**src/sv/fcw_pkg.sv**
```systemverilog
// Package of the FAT12 cluster chain walker: codes, defaults, shared types.
// Depends on nothing; the modules and the checker use it by scoped names.
package fcw_pkg;

    localparam int FAT_BYTES_DEF    = 8192;
    localparam int SECTOR_BYTES_DEF = 512;

    localparam logic [1:0] OP_LOAD    = 2'd0;
    localparam logic [1:0] OP_BEGIN   = 2'd1;
    localparam logic [1:0] OP_ADVANCE = 2'd2;

    localparam logic [15:0] OFFSET_RESET = 16'd31;
    localparam logic [11:0] END_RESET    = 12'hFF8;

    localparam int PADDR_W = 3;
    localparam logic CFG_IDX_OFFSET = 1'b0;
    localparam logic CFG_IDX_END    = 1'b1;

    localparam logic [9:0] COUNT_MAX = 10'd1023;

    typedef struct packed {
        logic        wr_en;
        logic [12:0] wr_addr;
        logic [7:0]  wr_data;
        logic        rd_en;
        logic [12:0] rd_base;
    } fat_req_t;

    // Unpacks a 12-bit entry from the two bytes that hold it.
    function automatic logic [11:0] unpack_entry(input logic odd, input logic [7:0] lo,
                                                 input logic [7:0] hi);
        logic [11:0] entry;
        if (odd)
            entry = {hi, lo[7:4]};
        else
            entry = {hi[3:0], lo};
        return entry;
    endfunction

endpackage

```
**src/sv/fcw_if.sv**
```systemverilog
// Valid/ready channel interfaces for the input items and result items.
// Depends on nothing but plain logic types.
interface fcw_in_if;
    logic        valid;
    logic        ready;
    logic [1:0]  op;
    logic [12:0] fat_address;
    logic [7:0]  fat_byte;
    logic [11:0] start_cluster;
    logic [31:0] size_bytes;

    modport source (output valid, op, fat_address, fat_byte, start_cluster, size_bytes,
                    input ready);
    modport sink (input valid, op, fat_address, fat_byte, start_cluster, size_bytes,
                  output ready);
endinterface

interface fcw_out_if;
    logic        valid;
    logic        ready;
    logic [16:0] sector;
    logic [9:0]  byte_count;
    logic [11:0] next_cluster;
    logic        last;

    modport source (output valid, sector, byte_count, next_cluster, last, input ready);
    modport sink (input valid, sector, byte_count, next_cluster, last, output ready);
endinterface

```
**src/sv/fcw_ctrl.sv**
```systemverilog
// Chain sequencer: decodes items, issues FAT reads and holds the result register.
// Depends on fcw_pkg and the channel interfaces in fcw_if.sv.
module fcw_ctrl #(
    parameter int SECTOR_BYTES = fcw_pkg::SECTOR_BYTES_DEF
) (
    input  logic              clk,
    input  logic              rst_n,
    fcw_in_if.sink            in_ch,
    fcw_out_if.source         out_ch,
    input  logic [15:0]       data_sector_offset,
    input  logic [11:0]       end_marker,
    output fcw_pkg::fat_req_t req,
    input  logic [7:0]        lo_byte,
    input  logic [7:0]        hi_byte
);

    localparam logic S_IDLE = 1'b0;
    localparam logic S_READ = 1'b1;
    localparam logic [31:0] SB = 32'(SECTOR_BYTES);

    logic        state_reg, state_next;
    logic [11:0] cur_reg, cur_next;
    logic [31:0] rem_reg, rem_next;
    logic        active_reg, active_next;
    logic        out_valid_reg, out_valid_next;
    logic [16:0] sector_reg;
    logic [9:0]  count_reg;
    logic [11:0] next_cl_reg;
    logic        last_reg;

    logic        accept;
    logic        finish;
    logic [13:0] triple;
    logic [11:0] entry;
    logic        entry_last;
    logic [31:0] count_wide;

    assign in_ch.ready = (state_reg == S_IDLE);
    assign accept      = in_ch.valid && in_ch.ready;
    assign finish      = (state_reg == S_READ) && (!out_valid_reg || out_ch.ready);

    // Entry of cluster n starts at byte 3n/2.
    assign triple     = {2'b00, cur_reg} + {1'b0, cur_reg, 1'b0};
    assign entry      = fcw_pkg::unpack_entry(cur_reg[0], lo_byte, hi_byte);
    assign entry_last = entry >= end_marker;
    assign count_wide = (rem_reg < SB) ? rem_reg : SB;

    always_comb
    begin
        req.wr_en   = accept && (in_ch.op == fcw_pkg::OP_LOAD);
        req.wr_addr = in_ch.fat_address;
        req.wr_data = in_ch.fat_byte;
        req.rd_en   = accept && (in_ch.op == fcw_pkg::OP_ADVANCE) && active_reg;
        req.rd_base = triple[13:1];
    end

    always_comb
    begin
        state_next     = state_reg;
        cur_next       = cur_reg;
        rem_next       = rem_reg;
        active_next    = active_reg;
        out_valid_next = out_valid_reg && !out_ch.ready;
        case (state_reg)
            S_IDLE:
            begin
                if (accept && in_ch.op == fcw_pkg::OP_BEGIN)
                begin
                    cur_next    = in_ch.start_cluster;
                    rem_next    = in_ch.size_bytes;
                    active_next = in_ch.start_cluster < end_marker;
                end
                if (req.rd_en)
                    state_next = S_READ;
            end
            S_READ:
            begin
                if (finish)
                begin
                    out_valid_next = 1'b1;
                    cur_next       = entry;
                    rem_next       = (rem_reg > SB) ? rem_reg - SB : 32'd0;
                    active_next    = !entry_last;
                    state_next     = S_IDLE;
                end
            end
            default:
            begin
                state_next = S_IDLE;
            end
        endcase
    end

    always_ff @(posedge clk or negedge rst_n)
    begin
        if (!rst_n)
        begin
            state_reg     <= S_IDLE;
            cur_reg       <= 12'd0;
            rem_reg       <= 32'd0;
            active_reg    <= 1'b0;
            out_valid_reg <= 1'b0;
        end
        else
        begin
            state_reg     <= state_next;
            cur_reg       <= cur_next;
            rem_reg       <= rem_next;
            active_reg    <= active_next;
            out_valid_reg <= out_valid_next;
        end
    end

    always_ff @(posedge clk)
    begin
        if (finish)
        begin
            sector_reg  <= {5'd0, cur_reg} + {1'b0, data_sector_offset};
            count_reg   <= (count_wide > 32'(fcw_pkg::COUNT_MAX)) ? fcw_pkg::COUNT_MAX
                                                                  : count_wide[9:0];
            next_cl_reg <= entry;
            last_reg    <= entry_last;
        end
    end

    assign out_ch.valid        = out_valid_reg;
    assign out_ch.sector       = sector_reg;
    assign out_ch.byte_count   = count_reg;
    assign out_ch.next_cluster = next_cl_reg;
    assign out_ch.last         = last_reg;

endmodule

```
**src/flat_wrapper.sv**
```systemverilog
// flat-port wrapper written by rule: the top's interface ports become plain ports
module fcw_ctrl_flat 
#(
    parameter int SECTOR_BYTES = fcw_pkg::SECTOR_BYTES_DEF
)
  (clk, rst_n, data_sector_offset, end_marker, req, lo_byte, hi_byte, in_ch_valid, in_ch_op, in_ch_fat_address, in_ch_fat_byte, in_ch_start_cluster, in_ch_size_bytes, in_ch_ready, out_ch_valid, out_ch_sector, out_ch_byte_count, out_ch_next_cluster, out_ch_last, out_ch_ready);
  fcw_in_if in_ch_i ();
  fcw_out_if out_ch_i ();
  input  logic clk;
  input  logic rst_n;
  input  logic [15:0] data_sector_offset;
  input  logic [11:0] end_marker;
  output fcw_pkg::fat_req_t req;
  input  logic [7:0] lo_byte;
  input  logic [7:0] hi_byte;
  input wire logic [$bits(in_ch_i.valid)-1:0] in_ch_valid;
  input wire logic [$bits(in_ch_i.op)-1:0] in_ch_op;
  input wire logic [$bits(in_ch_i.fat_address)-1:0] in_ch_fat_address;
  input wire logic [$bits(in_ch_i.fat_byte)-1:0] in_ch_fat_byte;
  input wire logic [$bits(in_ch_i.start_cluster)-1:0] in_ch_start_cluster;
  input wire logic [$bits(in_ch_i.size_bytes)-1:0] in_ch_size_bytes;
  output wire logic [$bits(in_ch_i.ready)-1:0] in_ch_ready;
  output wire logic [$bits(out_ch_i.valid)-1:0] out_ch_valid;
  output wire logic [$bits(out_ch_i.sector)-1:0] out_ch_sector;
  output wire logic [$bits(out_ch_i.byte_count)-1:0] out_ch_byte_count;
  output wire logic [$bits(out_ch_i.next_cluster)-1:0] out_ch_next_cluster;
  output wire logic [$bits(out_ch_i.last)-1:0] out_ch_last;
  input wire logic [$bits(out_ch_i.ready)-1:0] out_ch_ready;
  assign in_ch_i.valid = in_ch_valid;
  assign in_ch_i.op = in_ch_op;
  assign in_ch_i.fat_address = in_ch_fat_address;
  assign in_ch_i.fat_byte = in_ch_fat_byte;
  assign in_ch_i.start_cluster = in_ch_start_cluster;
  assign in_ch_i.size_bytes = in_ch_size_bytes;
  assign in_ch_ready = in_ch_i.ready;
  assign out_ch_valid = out_ch_i.valid;
  assign out_ch_sector = out_ch_i.sector;
  assign out_ch_byte_count = out_ch_i.byte_count;
  assign out_ch_next_cluster = out_ch_i.next_cluster;
  assign out_ch_last = out_ch_i.last;
  assign out_ch_i.ready = out_ch_ready;
  fcw_ctrl #(.SECTOR_BYTES(SECTOR_BYTES)) u_core (.clk(clk), .rst_n(rst_n), .in_ch(in_ch_i), .out_ch(out_ch_i), .data_sector_offset(data_sector_offset), .end_marker(end_marker), .req(req), .lo_byte(lo_byte), .hi_byte(hi_byte));
endmodule
```
**config.mk**
```make
export PLATFORM = sky130hd
export DESIGN_NAME = fcw_ctrl_flat
export DESIGN_NICKNAME = d
export VERILOG_FILES = /design/src/sv/fcw_pkg.sv /design/src/sv/fcw_if.sv /design/src/sv/fcw_ctrl.sv /design/src/flat_wrapper.sv
export SDC_FILE = /design/constraint.sdc
export NUM_CORES = 1
export LEC_CHECK = 0
export BUFFER_PORTS_ARGS = -buffer_cell sky130_fd_sc_hd__buf_2
export CAP_MARGIN = 15
export CORE_ASPECT_RATIO = 1.1
export CORE_MARGIN = 3
export CORE_UTILIZATION = 35
export DETAILED_ROUTE_END_ITERATION = 6
export PLACE_DENSITY = 0.55
export SYNTH_ARGS = -nofsm -noshare
export SYNTH_HDL_FRONTEND = slang
export SYNTH_SLANG_ARGS = --single-unit
```
**constraint.sdc**
```tcl
create_clock -name clk -period 3.5 [get_ports clk]
set_input_delay 0.175 -clock clk [delete_from_list [all_inputs] [get_ports clk]]
set_output_delay 0.175 -clock clk [all_outputs]
set_load 0.01 [all_outputs]
```
== Word-level counts from Yosys, hierarchy flattened ==
Cells that the tools add are included.
Word-level totals
  register bits after elaboration: 87
Operators by class
  magnitude comparators: 5
  eq/ne operators: 4
  bitwise operators: 1
  reductions and logical operators: 13
  $add $sub $neg: 3
  muxes and demuxes: 17
Operator list (number)
  $mux W32: 4
  $gt A32 B10 Y1 const B: 2
  $pmux W32 S2: 1
  $mux W12: 3
  $lt A32 B10 Y1 const B: 1
  $sub A32 B10 Y32 const B: 1
  $pmux W12 S2: 1
  $add A12 B16 Y17: 1
  $add A12 B13 Y14: 1
  $ge A12 B12 Y1: 1
  $lt A12 B12 Y1: 1
  $logic_and A1 B1 Y1: 7
  $mux W1: 6
  $ne A2 B2 Y1 const B: 2
  $pmux W1 S2: 2
  $logic_not A1 Y1: 3
  $eq A2 B1 Y1 const B: 1
  $eq A2 B2 Y1 const B: 1
  $logic_not A2 Y1: 1
  $reduce_and A2 Y1: 1
  $logic_or A1 B1 Y1: 1
  $not A1 Y1: 1

== Depth between registers and ports, before layout ==
Gate-level depths: netlist of the first run.
  depth in word-level cells: 6
  gate-level depth with buffers: 9

== Worst setup path after synthesis of the first run ==
OpenSTA, ideal clock, no wires.
  path kind: register to register
  start point: register u_core.state_reg
  end point: register u_core.rem_reg[23]
  setup time: 126 ps
  setup slack: 868 ps
  period minus slack after synthesis: 2632 ps
  buffers on the path: 2
  cell stages (with the launch flop): 8
  arrival time: 2506 ps
  path through: dfrtp_1 clkbuf_1 nand2_1 inv_1 or2_2 clkbuf_1 o21ai_0 a221o_1
Between the ends
  elaborated cells between the ends (all ways): 8
RTL lines
  from (decl): RTL line fcw_ctrl.sv:21  | logic state_reg, state_next;
  from (signal assigned): RTL line fcw_ctrl.sv:106  | state_reg <= state_next;
  $logic_and A1 B1 Y1: RTL line fcw_ctrl.sv:40  | assign finish = (state_reg == S_READ) && (!out_valid_reg || out_ch.ready);
  via u_core.finish: RTL line fcw_ctrl.sv:32  | logic finish;
  $ne A2 B2 Y1 (no line)
  $reduce_and A2 Y1 (no line)
  to (signal assigned): RTL line fcw_ctrl.sv:108  | rem_reg <= rem_next;
  to (decl): RTL line fcw_ctrl.sv:23  | logic [31:0] rem_reg, rem_next;
The timed path passes the listed nets, and every way through them passes these cells.
A chain may end at the register's enable or synchronous reset.

==> results.yml, run 1 <==
outcome:
  status: "finished, final reports clean"
logic_synthesis:
  yosysUniqueCellTypes: 62
  synth_top_flop_cell: "dfrtp_1"
  synth_area_sq_um: 5860
  yosysWarningCount: 0
  synth_edf_count: 40
  synth_area_per_cell_sq_um: 9.67
  yosys.area.top_type: "edfxtp_1"
  async_flop_share: 0.540
  yosysSeqAreaShare: 0.406
  synth_nets: 772
  synthCells: 606
  synth_seq_cells: 87
  synth_top_area_share: 0.205
  ys_top_cells_by_area: "edfxtp_1 (20%), dfrtp_1 (20%), ha_1 (10%)"
final_layout:
  fin_nets: 902
  diodes: 0
  finalNonFillerCells: 941
  syn_to_final_growth_pct: 20.3
  n_fill_cell: 1565
  layout-drive-gt1-share: 0.273
  final_util: 0.440
  mostFrequentLayoutCell: "buf_2"
  final_cell_mix: "buf_2 (150), ha_1 (49), dfrtp_1 (47)"
  largest_reg_flops: 32
global_route:
  grt_max_degree: 48
  grt_pass1_wl_um: 26400
  grt_use_total: 0.179
  grt_pass1_vias: 5279
  antenna_found_initial: 0
  overflow: 0
clock_tree:
  clock-sinks: 87
  clock_latency_ps: 350
  cts.htree.levels: 3
  post_cts_buffers: 0
  cts.path.max_buffers: 2
  clockRootBuffer: "clkbuf_16"
  cts.clk_slew.worst_paths_ps: 70
  cts_tree: "yes"
  cts_inserted_buffers: 9
route:
  dr.pass1.iters: 5
  drt-initial-drc-count: 251
  post_drt_wl_per_cell_um: 17.2
  drt_wl_total_um: 16200
  vias_per_cell: 5.38
  ant_nets: 0
  vias: 5062
  route.detailed.drc: 0
setup_path:
  endpoint: "req[10]"
  worst-path-max-fanout: 15
  reg2reg_to: "u_core.out_ch.sector[12]"
  startpoint_type: "flip-flop"
  critPathKind: "flip-flop to output port"
  worstReg2RegStart: "u_core.cur_reg[0]"
  crit_start: "u_core.cur_reg[0]"
  crit_path_end_kind: "output port"
  reg2reg_depth: 8
  r2r_slack_ps: 620
  cp_data_required_time_ps: 3320
  cp.arrival_ps: 2930
min_path:
  whs_path_depth: 2
  hp-start: "in_ch_size_bytes[5]"
  hold_class: "primary input to flip-flop"
floorplanning:
  start_util: 0.365
  ios: 193
  die_w_um: 129
  core_area_sq_um: 16000
  dieArea_sq_um: 18300
  rows: 48
  die_h_um: 142
timing:
  tns_ps: 0
  rsz0062_at_grt: "no"
  max_freq_mhz: 323
  skew_ps: 8.99
  tightest_slew_ps: 830
  setup_viol: 0
  period_share: 0.886
  slew_violations: 0
  hold_violations: 0
  maxSlewHeadroom: 0.439
  timing.hold.ws_ps: 48.8
  min_period_ps: 3100
power_and_ir_drop:
  p_seq_frac: 0.349
  pwr-share-comb: 0.408
  intPower_mw: 2.75
  power_density_nw_per_um2: 622
  max-vdd-ir-drop_v: 0.000231
  swShare: 0.373
  p_sw_mw: 1.64
  pwr-share-clk: 0.243
  leakage_nw: 3.17
place:
  dpl.cell_count: 924
  gp_congestion: 0.881
  portBuffers: 150
  place_hpwl_um: 12600
run:
  drv_cap: 0
## what timing repair did
| item | in CTS | in global routing |
|---|---|---|
| gates resized for setup | 0 | 0 |
| hold endpoints to repair | 47 | 0 |
| hold buffers | 1 | 0 |
## how the worst min path moves through the flow
stage / end / slack, ps
final: u_core.rem_reg[5] / 50
after global routing: u_core.rem_reg[0] / 50
after global placement: u_core.rem_reg[29] / 320
after floorplan: u_core.active_reg / -120
after detailed placement: u_core.rem_reg[29] / 330
after CTS: u_core.rem_reg[8] / 40
## worst max-delay path: stages, from the launching register on
cell and delay, ps:
dfrtp_1 820, ha_1 280, inv_1 50, fa_1 400, nor2b_1 180, o31a_1 190
o2111a_1 220, nor2_1 80, a211oi_1 190, buf_2 160
## layer usage
layer,vias to the layer above,global-route usage,wire length [um]
met5,-,0,0
met4,0,0.0708,386
met3,41,0.0339,940
met2,165,0.285,7400
met1,2355,0.239,7500
li1,2501,-,-
## power groups by stage
stage | Combinational [mW] | Sequential, mW | Clock [mW]
after floorplan | 1.31 | 1.47 | 0
after global placement | 1.78 | 1.54 | 0
after detailed placement | 1.80 | 1.55 | 0
after CTS | 1.81 | 1.53 | 1.08
after global routing | 2.03 | 1.56 | 1.13
final | 1.79 | 1.53 | 1.07
## layout make-up
type	instances	area, sq um	area share
Timing Repair Buffer	160	828	0.117
Inverter	36	135	0.0192
Sequential cell	87	2380	0.337
Multi-Input combinational cell	442	3140	0.445
Clock buffer	11	243	0.0344
Tap cell	200	250	0.0355
Clock inverter	5	80.1	0.0114
## through the flow
stage	power (mW)	setup slack [ps]	cell area, sq um
global placement	3.32	811	6720
detailed placement	3.35	705	6720
CTS	4.42	386	7050
finish	4.38	400	7050
floorplan	2.78	868	5860
global route	4.72	171	7050
## kinds of logic after synthesis
kind of cell | count (synthesis) | synth area share
and+or+nand+nor | 191 | 0.167
buffers and inverters | 77 | 0.0632
adders and majority gates | 51 | 0.111
muxes | 24 | 0.0433
DFF | 87 | 0.406
xor gates and xnor gates | 19 | 0.0284
AOI/OAI and AO/OA | 157 | 0.181
## synth_stat cells, types with 3 or more instances
cell / number
ha_1: 49
dfrtp_1: 47
nand2_1: 45
nor2_1: 44
o21ai_0: 43
edfxtp_1: 40
inv_1: 36
a21oi_1: 28
nand3_1: 25
buf_4: 21
a22o_1: 17
clkbuf_1: 14
nor3_1: 14
mux2i_1: 13
mux2_2: 11
and2_1: 10
xnor2_1: 10
or4_1: 9
xor2_1: 9
a211oi_1: 8
a22oi_1: 7
o211ai_1: 7
nor2b_1: 6
or2_2: 6
a221o_1: 5
nand2b_1: 5
nor4_1: 5
or3_1: 5
a31o_2: 4
buf_1: 4
nor4b_1: 4
o2111ai_1: 4
o21a_1: 4
o22ai_1: 4
a21o_1: 3
a31oi_1: 3
and3_1: 3
nand4_1: 3
Power figures use the tool's default switching activity.
==> run 2, diff against run 1 <==
--- a/config.mk
+++ b/config.mk
@@ -11,6 +11,7 @@
 export CORE_MARGIN = 3
 export CORE_UTILIZATION = 35
 export DETAILED_ROUTE_END_ITERATION = 6
+export HOLD_SLACK_MARGIN = 0.1
 export PLACE_DENSITY = 0.55
 export SYNTH_ARGS = -nofsm -noshare
 export SYNTH_HDL_FRONTEND = slang
==> results.yml, run 2 (synthesis results as in run 1) <==
outcome:
  status: "finished, final reports clean"
final_layout:
  syn_to_final_growth_pct: 23.4
  largest_reg_flops: 32
  fin_nets: 920
  n_fill_cell: 1553
  final_cell_mix: "buf_2 (150), ha_1 (49), dfrtp_1 (47)"
  diodes: 0
  final_util: 0.451
  mostFrequentLayoutCell: "buf_2"
  layout-drive-gt1-share: 0.266
timing:
  setup_slack_ps: 399
  timing.hold.ws_ps: 111
  period_share: 0.886
  min_period_ps: 3100
  tns_ps: 0
  maxSlewHeadroom: 0.450
  rsz0062_at_grt: "no"
  skew_ps: 8.18
  hold_violations: 0
  setup_viol: 0
  slew_violations: 0
  tightest_slew_ps: 814
  max_freq_mhz: 322
route:
  met2WireLength_um: 7500
  ant_nets: 0
  vias_per_cell: 5.37
  wl_met1_um: 7470
  dr.pass1.iters: 5
  route.detailed.drc: 0
  drt-initial-drc-count: 272
  post_drt_wl_per_cell_um: 17.1
  vias: 5149
  drt_wl_total_um: 16400
  top_layer: "met4"
  met3WireLength_um: 997
floorplanning:
  core_area_sq_um: 16000
  ios: 193
  start_util: 0.365
  rows: 48
  die_h_um: 142
  dieArea_sq_um: 18300
  die_w_um: 129
power_and_ir_drop:
  swShare: 0.373
  max-vdd-ir-drop_v: 0.000232
  p_sw_mw: 1.64
  leakage_nw: 3.25
  power_density_nw_per_um2: 608
  intPower_mw: 2.76
  pwr-share-clk: 0.242
  power.total_mw: 4.40
  pwr-share-comb: 0.410
  p_seq_frac: 0.348
place:
  gp_congestion: 0.881
  portBuffers: 150
  place_hpwl_um: 12600
  place_ws_ps: 705
clock_tree:
  post_cts_buffers: 0
  cts_tree: "yes"
  clock_latency_ps: 350
  clock-sinks: 87
  cts.path.max_buffers: 2
  cts.clk_slew.worst_paths_ps: 70
  cts.htree.levels: 3
  cts_inserted_buffers: 9
  clockRootBuffer: "clkbuf_16"
min_path:
  hold_class: "primary input to flip-flop"
global_route:
  grt_pass1_wl_um: 26600
  grt_pass1_vias: 5326
  grt_use_total: 0.181
  antenna_found_initial: 0
  grt_max_degree: 48
  overflow: 0
setup_path:
  crit_path_end_kind: "output port"
  critPathKind: "flip-flop to output port"
  cp.arrival_ps: 2930
  startpoint_type: "flip-flop"
  worst-path-max-fanout: 15
  cp_data_required_time_ps: 3320
run:
  drv_cap: 0
run 2: cell types whose count changed in the layout (fill, tap and decap cells not counted), sizes merged:
cell,change
dlygate4sd3,+18
run 2: worst max-delay path: stages (launching register included):
cell and delay (ps):
dfrtp_1 820, ha_1 280, inv_1 50, fa_1 400, nor2b_1 180, o31a_1 190, o2111a_1 220, nor2_1 80
a211oi_1 190, buf_2 160
run 2: cell type report:
cell class / count / area [sq um] / area share
inverters: 36 / 135 / 0.0187
flip-flops and latches: 87 / 2380 / 0.329
well taps: 200 / 250 / 0.0346
repair buffers: 178 / 1010 / 0.139
multi-input cells: 442 / 3140 / 0.434
clock buffers: 11 / 243 / 0.0336
clock inverters: 5 / 80.1 / 0.0111
run 2: worst paths after layout:
path / cells after the start / start / slack [ps] / to
max: 9 / u_core.cur_reg[0] / 400 / req[10]
min: 3 / in_ch_size_bytes[10] / 110 / u_core.rem_reg[10]
max reg2reg: 8 / u_core.cur_reg[0] / 620 / u_core.out_ch.sector[12]
min reg2reg: 1 / u_core.rem_reg[7] / 520 / u_core.rem_reg[7]
max in group asynchronous: 3 / rst_n / 2630 / u_core.cur_reg[7]
min in group asynchronous: 3 / rst_n / 450 / u_core.out_ch.valid
run 2: metal layers:
layer | vias to the layer above | global-route usage
met5 | - | 0
met4 | 0 | 0.0708
met3 | 42 | 0.0339
met2 | 177 | 0.289
met1 | 2395 | 0.241
li1 | 2535 | -
run 2: power groups by stage:
| stage | clock network, mW | registers (mW) | logic [mW] |
|---|---|---|---|
| final | 1.06 | 1.53 | 1.80 |
| after global routing | 1.13 | 1.56 | 2.05 |
| after CTS | 1.08 | 1.53 | 1.82 |
| after floorplan | 0 | 1.47 | 1.31 |
| after global placement | 0 | 1.54 | 1.78 |
| after detailed placement | 0 | 1.55 | 1.80 |
run 2: what timing repair did:
item,CTS,global route
gates resized for setup,0,0
hold endpoints to repair,65,0
hold buffers,19,0
run 2: stage by stage:
step                std cells  instance area (sq um)
floorplan                 606                   5860
global placement          924                   6720
detailed placement        924                   6720
CTS                       959                   7230
global route              959                   7230
finish                    959                   7230
==> run 3, diff against run 2 <==
--- a/config.mk
+++ b/config.mk
@@ -12,7 +12,7 @@
 export CORE_UTILIZATION = 35
 export DETAILED_ROUTE_END_ITERATION = 6
 export HOLD_SLACK_MARGIN = 0.1
-export PLACE_DENSITY = 0.55
+export PLACE_DENSITY = 0.59
 export SYNTH_ARGS = -nofsm -noshare
 export SYNTH_HDL_FRONTEND = slang
 export SYNTH_SLANG_ARGS = --single-unit
==> results.yml, run 3 (synthesis results as in run 1) <==
clock_tree:
  cts.htree.levels: 3
  cts.clk_slew.worst_paths_ps: 70
  cts.path.max_buffers: 2
  cts_inserted_buffers: 9
  cts.repair.resized: 0
  clock_latency_ps: 350
  cts_tree: "yes"
  clockRootBuffer: "clkbuf_16"
  clock-sinks: 87
route:
  route.detailed.drc: 0
  ant_nets: 0
  vias_per_cell: 5.46
  post_drt_wl_per_cell_um: 17.3
  drt_wl_total_um: 16600
  dr.pass1.iters: 5
  drt-initial-drc-count: 327
  vias: 5245
timing:
  hold_violations: 0
  setup_viol: 0
  slew_violations: 0
  min_period_ps: 3030
  tightest_slew_ps: 776
  skew_ps: 8.50
  tns_ps: 0
  rsz0062_at_grt: "no"
  max_freq_mhz: 330
  period_share: 0.867
  setup_slack_ps: 467
  timing.hold.ws_ps: 129
  maxSlewHeadroom: 0.476
power_and_ir_drop:
  power_density_nw_per_um2: 597
  leakage_nw: 3.23
  max-vdd-ir-drop_v: 0.000223
run:
  drv_cap: 0
min_path:
  hold_class: "primary input to flip-flop"
  whs_path_depth: 3
floorplanning:
  start_util: 0.365
  ios: 193
  core_area_sq_um: 16000
  dieArea_sq_um: 18300
  die_w_um: 129
  die_h_um: 142
  rows: 48
setup_path:
  cp.arrival_ps: 2860
  reg2reg_depth: 8
  cp_data_required_time_ps: 3320
  startpoint_type: "flip-flop"
  worst-path-max-fanout: 15
  crit_path_end_kind: "output port"
  critPathKind: "flip-flop to output port"
final_layout:
  syn_to_final_growth_pct: 22.9
  seqCellArea_sq_um: 2380
  layout-drive-gt1-share: 0.268
  largest_reg_flops: 32
  mostFrequentLayoutCell: "buf_2"
  n_fill_cell: 1569
  final_cell_mix: "buf_2 (150), ha_1 (49), dfrtp_1 (47)"
  diodes: 0
  multiInputGateArea_sq_um: 3140
  finalNonFillerCells: 960
  final_util: 0.449
  fin_nets: 921
global_route:
  grt_max_degree: 28
  grt_pass1_vias: 5273
  antenna_found_initial: 0
  overflow: 0
  grt_use_total: 0.182
  grt_pass1_wl_um: 26600
place:
  gp_congestion: 0.868
  place_hpwl_um: 12900
  portBuffers: 150
  dpl.cell_count: 925
  place_ws_ps: 751
outcome:
  status: "finished, final reports clean"
[run 3: changes by cell type in the layout (fill, tap and decap cells not counted), sizes merged]
cell | previous run | this run
buf | 159 | 160
bufinv | 2 | 0
clkbuf | 11 | 9
clkinvlp | 0 | 1
inv | 38 | 41
[run 3: worst paths after layout]
kind | end | slack, ps | start
max reg2reg | u_core.out_ch.sector[12] | 730 | u_core.cur_reg[0]
min | u_core.rem_reg[10] | 130 | in_ch_size_bytes[10]
min reg2reg | u_core.rem_reg[23] | 520 | u_core.rem_reg[23]
max | req[10] | 470 | u_core.cur_reg[0]
min in group asynchronous | u_core.rem_reg[5] | 350 | rst_n
max in group asynchronous | u_core.cur_reg[2] | 2400 | rst_n
[run 3: metrics by stage]
stage	cell area [sq um]	power, mW
floorplan	5860	2.78
global placement	6730	3.31
detailed placement	6730	3.36
CTS	7200	4.34
global route	7200	4.63
finish	7200	4.30
[run 3: repair_timing]
action                                 CTS  global route
setup buffers                            0             0
endpoints found under the hold margin   38             0
hold buffers                            19             0
[run 3: cell type report]
cell class / instances / share of cell area
multi-input combinational: 442 / 0.436
timing repair buffer: 179 / 0.141
clock inverter: 7 / 0.00834
sequential: 87 / 0.330
inverter: 36 / 0.0188
tap: 200 / 0.0347
clock buffer: 9 / 0.0313
[run 3: routing by layer]
layer / GRT usage / vias up / share of wire / wire length [um]
met1: 0.236 / 2468 / 0.44 / 7260
met2: 0.300 / 193 / 0.47 / 7890
met5: 0 / - / 0 / 0
li1: - / 2535 / - / -
met4: 0.0846 / 0 / 0.031 / 523
met3: 0.0252 / 49 / 0.057 / 941
[run 3: worst max-delay path, stage by stage (launching register included)]
cell,delay (ps)
dfrtp_1,770
ha_1,280
inv_1,60
fa_1,400
nor2b_1,160
o31a_1,180
o2111a_1,220
nor2_1,80
a211oi_1,190
buf_2,160
[run 3: report_power, final]
part | switching (mW) | total (mW) | internal [mW]
sequential | 0.238 | 1.53 | 1.29
clock | 0.452 | 0.948 | 0.496
combinational | 1.00 | 1.82 | 0.823
total | 1.69 | 4.30 | 2.61
